File: config.mk
export PLATFORM = sky130hd
export DESIGN_NAME = random_pick_set
export DESIGN_NICKNAME = d
export VERILOG_FILES = /design/src/rps_pkg.sv /design/src/random_pick_set.sv
export SDC_FILE = /design/constraint.sdc
export NUM_CORES = 2
export LEC_CHECK = 0
export ABC_CLOCK_PERIOD_IN_PS = 7500
export BUFFER_PORTS_ARGS = -buffer_cell sky130_fd_sc_hd__buf_2
export CORE_ASPECT_RATIO = 1.2
export CORE_MARGIN = 4
export CORE_UTILIZATION = 38
export CTS_BUF_LIST = sky130_fd_sc_hd__clkbuf_16
export CTS_CLUSTER_DIAMETER = 100
export DETAILED_ROUTE_END_ITERATION = 8
export GPL_ROUTABILITY_DRIVEN = 0
export GPL_TIMING_DRIVEN = 0
export PLACE_DENSITY = 0.54
export SYNTH_ARGS = -nofsm -noshare
export SYNTH_HDL_FRONTEND = slang
export SYNTH_SLANG_ARGS = --single-unit
File: constraint.sdc
create_clock -name clk -period 7.5 [get_ports clk]
set_input_delay 0.75 -clock clk [delete_from_list [all_inputs] [get_ports clk]]
set_output_delay 0.75 -clock clk [all_outputs]
set_load 0.02 [all_outputs]
File: src/rps_pkg.sv
// Shared types, codes and widths for the random pick set.
package rps_pkg;

	// Default number of element slots
	localparam int unsigned CapacityDef = 64;

	// Fixed field widths
	localparam int unsigned CmdW   = 2;
	localparam int unsigned ValueW = 32;
	localparam int unsigned DrawW  = 31;
	localparam int unsigned StatW  = 2;
	localparam int unsigned BitW   = $clog2(DrawW);

	// Input transfer layout, padded to whole bytes
	localparam int unsigned InW = ((CmdW + ValueW + DrawW + 7) / 8) * 8;

	// Commands
	typedef enum logic [CmdW-1:0] {
		CMD_INSERT = 2'd0,
		CMD_REMOVE = 2'd1,
		CMD_PICK   = 2'd2,
		CMD_NOP    = 2'd3
	} cmd_t;

	// Result status codes
	typedef enum logic [StatW-1:0] {
		ST_DONE  = 2'd0,
		ST_MISS  = 2'd1,
		ST_FULL  = 2'd2,
		ST_EMPTY = 2'd3
	} status_t;

	// Sequencer states
	typedef enum logic [7:0] {
		S_IDLE    = 8'b0000_0001,
		S_SCAN    = 8'b0000_0010,
		S_MOVE_RD = 8'b0000_0100,
		S_MOVE_WR = 8'b0000_1000,
		S_DIV     = 8'b0001_0000,
		S_PICK_RD = 8'b0010_0000,
		S_PICK_WT = 8'b0100_0000,
		S_FINISH  = 8'b1000_0000
	} state_t;

endpackage

File: src/random_pick_set.sv
// Set of distinct values with insert, remove and random pick, one shared sequencer.
// Insert and remove: linear search, one stored entry per cycle;
// remove then moves the last element into the freed slot (S_MOVE_RD, S_MOVE_WR).
// Pick: restoring remainder unit for draw mod count, then a memory read (S_PICK_RD, S_PICK_WT).
// One item at a time; the result register lets the next item enter while a result waits.
// Reset (arst_n low) empties the set; the element memory itself is not cleared.
module random_pick_set
	import rps_pkg::*;
#(
	parameter int unsigned CAPACITY = CapacityDef,
	localparam int unsigned AW   = (CAPACITY > 1) ? $clog2(CAPACITY) : 1,
	localparam int unsigned CW   = $clog2(CAPACITY + 1),
	localparam int unsigned OutW = ((StatW + ValueW + CW + 7) / 8) * 8
) (
	input  logic            clk,
	input  logic            arst_n,
	// cmd [1:0], value [33:2], draw [64:34], zero padding above
	input  logic [InW-1:0]  s_axis_tdata,
	input  logic            s_axis_tvalid,
	output logic            s_axis_tready,
	// status [1:0], picked [33:2], size_now [33+CW:34], zero padding above
	output logic [OutW-1:0] m_axis_tdata,
	output logic            m_axis_tvalid,
	input  logic            m_axis_tready
);

	localparam logic [CW-1:0] CapVal = CW'(CAPACITY);

	// Element memory
	logic [ValueW-1:0] mem [CAPACITY];
	logic [AW-1:0]     rd_addr;
	logic [ValueW-1:0] rd_data_q;
	logic              wr_en;
	logic [AW-1:0]     wr_addr;
	logic [ValueW-1:0] wr_data;

	// Control and working registers
	state_t            state_q;
	logic [CW-1:0]     count_q;
	logic [CW-1:0]     idx_q;
	logic [CW-1:0]     cmp_idx_q;
	logic              rd_pend_q;
	logic [AW-1:0]     slot_q;
	cmd_t              cmd_q;
	logic [ValueW-1:0] value_q;
	logic [DrawW-1:0]  draw_q;
	logic [BitW-1:0]   bit_q;
	logic [CW-1:0]     rem_q;
	status_t           res_status_q;
	logic [ValueW-1:0] res_picked_q;

	// Output register
	logic              out_valid_q;
	logic [StatW-1:0]  out_status_q;
	logic [ValueW-1:0] out_picked_q;
	logic [CW-1:0]     out_size_q;

	logic              in_fire;
	logic              hit;
	logic              scan_end;
	logic [CW:0]       trial;
	logic              trial_ge;
	logic [CW-1:0]     count_dec;

	assign s_axis_tready = (state_q == S_IDLE);
	assign in_fire       = s_axis_tvalid && s_axis_tready;
	assign hit           = rd_pend_q && (rd_data_q == value_q);
	assign scan_end      = !rd_pend_q && (idx_q >= count_q);
	assign trial         = {rem_q, draw_q[bit_q]};
	assign trial_ge      = trial >= {1'b0, count_q};
	assign count_dec     = count_q - CW'(1);

	// Select memory read address
	always_comb begin
		unique case (state_q)
			S_MOVE_RD: rd_addr = count_dec[AW-1:0];
			S_PICK_RD: rd_addr = rem_q[AW-1:0];
			default:   rd_addr = idx_q[AW-1:0];
		endcase
	end

	// Write on insert append or remove move
	always_comb begin
		wr_en   = 1'b0;
		wr_addr = count_q[AW-1:0];
		wr_data = value_q;
		if (state_q == S_SCAN && scan_end && cmd_q == CMD_INSERT && count_q != CapVal) begin
			wr_en = 1'b1;
		end else if (state_q == S_MOVE_WR) begin
			wr_en   = 1'b1;
			wr_addr = slot_q;
			wr_data = rd_data_q;
		end
	end

	// Memory ports
	always_ff @(posedge clk) begin
		if (wr_en) begin
			mem[wr_addr] <= wr_data;
		end
		rd_data_q <= mem[rd_addr];
	end

	// Latch the command on transfer
	always_ff @(posedge clk) begin
		if (in_fire) begin
			cmd_q   <= cmd_t'(s_axis_tdata[CmdW-1:0]);
			value_q <= s_axis_tdata[CmdW +: ValueW];
			draw_q  <= s_axis_tdata[CmdW+ValueW +: DrawW];
		end
	end

	// Sequencer
	always_ff @(posedge clk or negedge arst_n) begin
		if (!arst_n) begin
			state_q      <= S_IDLE;
			count_q      <= '0;
			idx_q        <= '0;
			cmp_idx_q    <= '0;
			rd_pend_q    <= 1'b0;
			slot_q       <= '0;
			bit_q        <= '0;
			rem_q        <= '0;
			res_status_q <= ST_DONE;
			res_picked_q <= '0;
		end else begin
			unique case (state_q)
				S_IDLE: begin
					if (in_fire) begin
						idx_q        <= '0;
						rd_pend_q    <= 1'b0;
						rem_q        <= '0;
						bit_q        <= BitW'(DrawW - 1);
						res_status_q <= ST_DONE;
						res_picked_q <= '0;
						unique case (cmd_t'(s_axis_tdata[CmdW-1:0])) inside
							CMD_INSERT, CMD_REMOVE: state_q <= S_SCAN;
							CMD_PICK: begin
								if (count_q == '0) begin
									res_status_q <= ST_EMPTY;
									state_q      <= S_FINISH;
								end else begin
									state_q <= S_DIV;
								end
							end
							default: state_q <= S_FINISH;
						endcase
					end
				end
				S_SCAN: begin
					// Issue the next read while comparing the previous one
					if (idx_q < count_q) begin
						rd_pend_q <= 1'b1;
						cmp_idx_q <= idx_q;
						idx_q     <= idx_q + CW'(1);
					end else begin
						rd_pend_q <= 1'b0;
					end
					if (hit) begin
						slot_q <= cmp_idx_q[AW-1:0];
						if (cmd_q == CMD_INSERT) begin
							res_status_q <= ST_MISS;
							state_q      <= S_FINISH;
						end else begin
							state_q <= S_MOVE_RD;
						end
					end else if (scan_end) begin
						if (cmd_q == CMD_REMOVE) begin
							res_status_q <= ST_MISS;
						end else if (count_q == CapVal) begin
							res_status_q <= ST_FULL;
						end else begin
							count_q <= count_q + CW'(1);
						end
						state_q <= S_FINISH;
					end
				end
				S_MOVE_RD: state_q <= S_MOVE_WR;
				S_MOVE_WR: begin
					count_q <= count_dec;
					state_q <= S_FINISH;
				end
				S_DIV: begin
					// One restoring remainder step per cycle, draw bits high to low
					rem_q <= trial_ge ? CW'(trial - {1'b0, count_q}) : trial[CW-1:0];
					if (bit_q == '0) begin
						state_q <= S_PICK_RD;
					end else begin
						bit_q <= bit_q - BitW'(1);
					end
				end
				S_PICK_RD: state_q <= S_PICK_WT;
				S_PICK_WT: begin
					res_picked_q <= rd_data_q;
					state_q      <= S_FINISH;
				end
				S_FINISH: begin
					if (!out_valid_q || m_axis_tready) begin
						state_q <= S_IDLE;
					end
				end
				default: state_q <= S_IDLE;
			endcase
		end
	end

	// Output register: load when free, drop on transfer
	always_ff @(posedge clk or negedge arst_n) begin
		if (!arst_n) begin
			out_valid_q <= 1'b0;
		end else if (state_q == S_FINISH && (!out_valid_q || m_axis_tready)) begin
			out_valid_q <= 1'b1;
		end else if (m_axis_tready) begin
			out_valid_q <= 1'b0;
		end
	end

	always_ff @(posedge clk) begin
		if (state_q == S_FINISH && (!out_valid_q || m_axis_tready)) begin
			out_status_q <= res_status_q;
			out_picked_q <= res_picked_q;
			out_size_q   <= count_q;
		end
	end

	assign m_axis_tvalid = out_valid_q;
	assign m_axis_tdata  = OutW'({out_size_q, out_picked_q, out_status_q});

endmodule
# Word level (Yosys, flattened, before mapping)
# Memories as Yosys holds them, arrays and structs flattened. A register that Yosys moved wholly into a read port is not among the register bits.
# Index checks and enable logic that the tools add are counted.
[word_totals]
register_bits = 188
mem_bits_rw = 2048
in_bits = 76
output_inout_bits = 50
n_memories = 1
[memory_table]
columns = ["memory", "depth", "width", "read_ports", "rd_clocked_by_memory_dff", "wr", "line_no", "text"]
rows = [
  ["mem", 64, 32, 1, 1, 1, "random_pick_set.sv:30", "logic [ValueW-1:0] mem [CAPACITY];"],
]
[classes]
n_addsub = 5
n_lt_le_gt_ge = 4
n_eq_ne = 26
n_mux = 49
n_reduce_logical = 31
[ops]
columns = ["op", "count"]
rows = [
  ["two-way mux 32 bit", 3],
  ["case mux 32 bit (2 select lines)", 1],
  ["two-way mux 8 bit", 7],
  ["case mux 8 bit (7 select lines)", 1],
  ["two-way mux 7 bit", 7],
  ["case mux 7 bit (2 select lines)", 3],
  ["equality test 32 bit", 1],
  ["two-way mux 2 bit", 8],
  ["case mux 8 bit (2 select lines)", 1],
  ["adder 7 x 1 -> 7 bit (second input constant)", 2],
  ["two-way mux 6 bit", 2],
  ["!= test 2 bit (second input constant)", 6],
  ["case mux 6 bit (2 select lines)", 1],
  ["two-way mux 5 bit", 2],
  ["case mux 5 bit (2 select lines)", 1],
  ["AND reduction 2 bit", 5],
  ["AND reduction 5 bit", 2],
  ["nonzero test 2 bit", 5],
  ["two-way mux 1 bit", 9],
  ["equality test 8 x 1 -> 1 bit (second input constant)", 1],
  ["equality test 8 x 2 -> 1 bit (second input constant)", 1],
  ["equality test 8 x 3 -> 1 bit (second input constant)", 1],
  ["equality test 8 x 4 -> 1 bit (second input constant)", 1],
  ["equality test 8 x 5 -> 1 bit (second input constant)", 1],
  ["30 further kinds", 43],
]

# Depth between registers and ports, before layout
[depth]
depth_word = 8
mapped_depth = 17
mapped_depth_nobuf = 16

# Worst setup path before layout
# OpenSTA, ideal clock, no wires.
[synth_timing]
kind = "flip-flop to flip-flop"
from = "register bit_q[0]"
to = "register rem_q[0]"
arrival_time_ps = 3966
t_required_ps = 7379
setup_slack_ps = 3413
path_stages_with_launch = 16
n_path_buf = 1
synth_period_minus_slack_ps = 4087
path_cell_list = "dfrtp_1 > buf_1 > mux4_2 > mux4_2 > mux2i_1 > ha_1 > inv_1 > fa_1 > a21o_1 > a21oi_1 > o21bai_1 > a21oi_1 > nor2b_1 > nor2_1 > mux2i_1 > a22o_1"
[synth_between]
elab_chain_len = 5
word_cells_on_any_way = 6
[synth_rtl]
columns = ["item", "line_no", "text"]
rows = [
  ["start: declaration", "random_pick_set.sv:47", "logic [BitW-1:0] bit_q;"],
  ["start signal: assignment", "random_pick_set.sv:133", "bit_q <= BitW'(DrawW - 1);"],
  ["start signal: assignment", "random_pick_set.sv:189", "bit_q <= bit_q - BitW'(1);"],
  ["binary-select mux 1 bit (select 5 bit) (*)", "random_pick_set.sv:69", "assign trial = {rem_q, draw_q[bit_q]};"],
  ["two-way mux 1 bit (implied by the code) (*)", "random_pick_set.sv:69", ""],
  ["subtractor 7 bit or >= comparator 8 x 7 -> 1 bit (tied branches)", "random_pick_set.sv:185, random_pick_set.sv:70", ""],
  ["two-way mux 7 bit (*)", "random_pick_set.sv:185", "rem_q <= trial_ge ? CW'(trial - {1'b0, count_q}) : trial[CW-1:0];"],
  ["case mux 7 bit (2 select lines) (*)", "random_pick_set.sv:127", "unique case (state_q)"],
  ["end signal: assignment", "random_pick_set.sv:185", ""],
  ["end: declaration", "random_pick_set.sv:48", "logic [CW-1:0] rem_q;"],
]
# Mark *: on every way between the ends. The rest lies on a longest branch, timed or not. The select of a mux whose other input is x is not followed.
# A chain may end at the register's enable or synchronous reset.

# Worst setup path after layout
[layout_timing]
from = "register count_q[0]"
to = "register rd_data_q[27] (read register of mem)"
[layout_between]
elab_chain_len = 2
[layout_rtl]
columns = ["item", "line_no", "text"]
rows = [
  ["start: declaration", "random_pick_set.sv:39", "logic [CW-1:0] count_q;"],
  ["start signal: assignment", "random_pick_set.sv:173", "count_q <= count_q + CW'(1);"],
  ["start signal: assignment", "random_pick_set.sv:180", "count_q <= count_dec;"],
  ["subtractor 7 x 1 -> 7 bit", "random_pick_set.sv:71", "assign count_dec = count_q - CW'(1);"],
  ["case mux 6 bit (2 select lines)", "random_pick_set.sv:75", "unique case (state_q)"],
  ["end: declaration", "random_pick_set.sv:32", "logic [ValueW-1:0] rd_data_q;"],
]
# Every way passes these cells.

==> impl_metrics.ini <==
[worst_hold_path]
hold_start = s_axis_tdata[55]
holdCritPathClass = in -> reg
hold_path_depth = 1

[sta]
finalHoldViolations = 0
final.setup.tns_ns = 0
fin_crit_ns = 6.29
tightest_slew_ns = 1.47
fin_ws_ns = 1.21
clock_skew_ns = 0.0546
slew_violations = 0
fmax_mhz = 159
fin_crit_sh_pct = 83.8
finalSetupViolCount = 0
slew_headroom_pct = 2.13
rsz0062_at_grt = no

[setup_path]
path_class = reg -> reg
cp_max_fo = 10
ff2ff_path_depth = 13
worstSetupStartpointType = flop
crit_start = count_q[0]
required_ns = 8.24
crit_path_end_kind = flop
rr_startpoint = count_q[0]
cp.arrival_ns = 7.03

[global_route]
grt_pass1_wl_um = 404000
grt.total_usage_pct = 23.4
grt_remaining_overflow = 0
grt_pass1_vias = 53300
antenna_found_initial = 26
grt_max_degree = 65

[clock_network]
htreeDepth = 4
cts_buffer_depth = 4
insertion_delay_ns = 0.89
cts_tree = yes
clk_pin_slew_ns = 0.07
cts_root_buf = clkbuf_16
cts-buffers-inserted = 220
cts_sinks = 2268
ctsResizeCount = 0
cts_setup_buffers = 0
hold_buffers = 1

[yosys]
synth.distinct_cells = 73
async_flop_share_pct = 3.62
synth.area.top_cells = edfxtp_1 73%, nand2_1 7.3%, mux2i_1 3.1%, nand3_1 3.1%, a32oi_1 2.4%
synth_top_area_cell = edfxtp_1
yosysWarnings = 0
synth-edff-count = 2154
syn_inst = 6233
synth_top_area_share_pct = 73.0
ys_seq_area_share_pct = 76.1
synth_area_um2 = 88600
syn_avg_cell_area_um2 = 14.2
synth_flop_cell = edfxtp_1
ys_ff_latch = 2268

[place]
placed_area_um2 = 95800
dp_hpwl_um = 203000
port_buffers = 111
place_worst_setup_slack_ns = 1.41

[route]
dr.pass1.iters = 9
vias = 55400
via_per_inst = 5.60
drt_iter0_markers = 6043
route.detailed.drc = 0
routed_wl_um = 290000
antenna_left = 0
wire_per_inst_um = 29.3

[floorplan]
rows = 193
die_area_um2 = 241000
core-area_um2 = 231000
chipHeight_um = 537
io-pin-count = 126
die_w_um = 449
start_util_pct = 38.3

[power_and_ir_drop]
intPower_mw = 23.8
switching_share_pct = 35.5
peakVddDrop_uv = 330
comb_power_share_pct = 30.1
p_clk_share_pct = 29.3
total_power_mw = 36.9
power.leakage_nw = 35.4
pwr_density_cell_nw_per_um2 = 359
switchingPower_mw = 13.1
seq_power_share_pct = 40.5

[final_layout]
area_growth_syn_to_layout_pct = 16.0
fin_nets = 6780
layout-drive-gt1-share_pct = 12.7
mostFrequentLayoutCells = 2154 x edfxtp_1, 1701 x nand2_1, 541 x nand3_1
final_common_cell = edfxtp_1
fin_area_um2 = 103000
final_util_pct = 44.5
fill_cells = 20500

[outcome]
status = completed

[flow_run]
max_cap_viol_count = 0
metrics by stage:
| stage | hold slack [ns] | cells |
|---|---|---|
| after floorplan | 0.421 | 6239 |
| after global placement | 0.435 | 9372 |
| after detailed placement | 0.437 | 9482 |
| after CTS | 0.00812 | 9880 |
| after global routing | 0.0221 | 9887 |
| final | 0.0543 | 9893 |
metal layers:
| layer | part of all wire (%) | track usage [%] | routed length, um | vias to the layer above |
|---|---|---|---|---|
| met5 | 0.017 | 0 | 48 | - |
| met2 | 47 | 38.3 | 136000 | 2453 |
| met1 | 39 | 30.1 | 114000 | 28100 |
| met3 | 7.5 | 3.67 | 21600 | 564 |
| met4 | 6.3 | 12.9 | 18200 | 6 |
| li1 | - | - | - | 24300 |
cell type report:
cell class              count  area [um^2]  share of cell area (%)
inverters                  20         76.3                  0.0743
multi-input cells        3568        20200                    19.6
flip-flops and latches   2268        67400                    65.6
clock inverters           169         1200                    1.17
repair buffers            222         2630                    2.56
plain buffers             383         1780                    1.73
well taps                3022         3780                    3.68
diodes                     13         32.5                  0.0317
clock buffers             228         5710                    5.55
power by group through the flow:
stage,logic [mW],registers (mW),clock network (mW)
3_5_place_dp,11.0,15.2,0
4_1_cts,11.1,15.0,11.0
2_1_floorplan,5.99,15.2,0
6_report,11.1,15.0,10.8
5_1_grt,11.7,15.0,11.5
3_3_place_gp,10.6,15.4,0
Yosys cell counts (all sizes together) (5+ instances only):
cell type,instances
xnor2,17
mux2,42
xor2,34
nand3,541
inv,19
mux4,9
a21oi,51
edfxtp,2154
nor2b,7
o22ai,15
nor3,16
clkbuf,185
o22a,5
or2,5
mux2i,275
nand4,16
ha,20
o31ai,7
dfxtp,32
o21ai,28
nand2,1733
nand2b,9
dfrtp,81
a21o,9
nor4,82
a31oi,244
nor2,94
a32oi,240
nand3b,8
buf,198
worst paths after layout:
kind / endpoint / slack (ns)
worst max-delay path: rd_data_q[27] / 1.21
worst min-delay path: draw_q[21] / 0.05
worst max register to register: rd_data_q[27] / 1.21
worst min register to register: out_picked_q[19] / 0.45
max in group asynchronous: res_picked_q[6] / 6.49
min in group asynchronous: idx_q[1] / 0.36
cells by family (layout without fill, tap and decap cells):
kind of cell               Yosys count  count (layout)  share of synthesized area, %
AOI/OAI and AO/OA                  630             630                          5.14
xor gates and xnor gates            51              51                         0.504
adders and majority gates           21              21                         0.305
buffers and inverters              403            1022                          2.09
DFF                               2268            2268                          76.1
muxes                              326             326                          3.87
other                                1              20                       0.00423
and+or+nand+nor                   2533            2533                          12.0
critical path: stages, from the launching register on:
cell and delay (ns):
dfrtp_1 0.67, inv_1 0.33, ha_1 0.37, xor2_1 0.18, a22oi_1 0.50, inv_1 0.13, o32ai_1 0.37, buf_2 0.49
buf_2 0.55, clkbuf_1 0.72, nand3_1 0.17, a31oi_1 0.86, nor4_1 0.35, mux2_2 0.43
registers in the layout (all words and copies together), names as in the netlist:
register,flops
mem,2048
slot_q,6
idx_q,7
res_picked_q,32
draw_q,31
out_size_q,7
cmp_idx_q,6
bit_q,5
res_status_q,2
count_q,7
rd_data_q,32
out_status_q,2
cmd_q,2
value_q,32
rem_q,7
m_axis_tvalid,1
out_picked_q,32
state_q,8
rd_pend_q,1
Power figures use the tool's default switching activity.
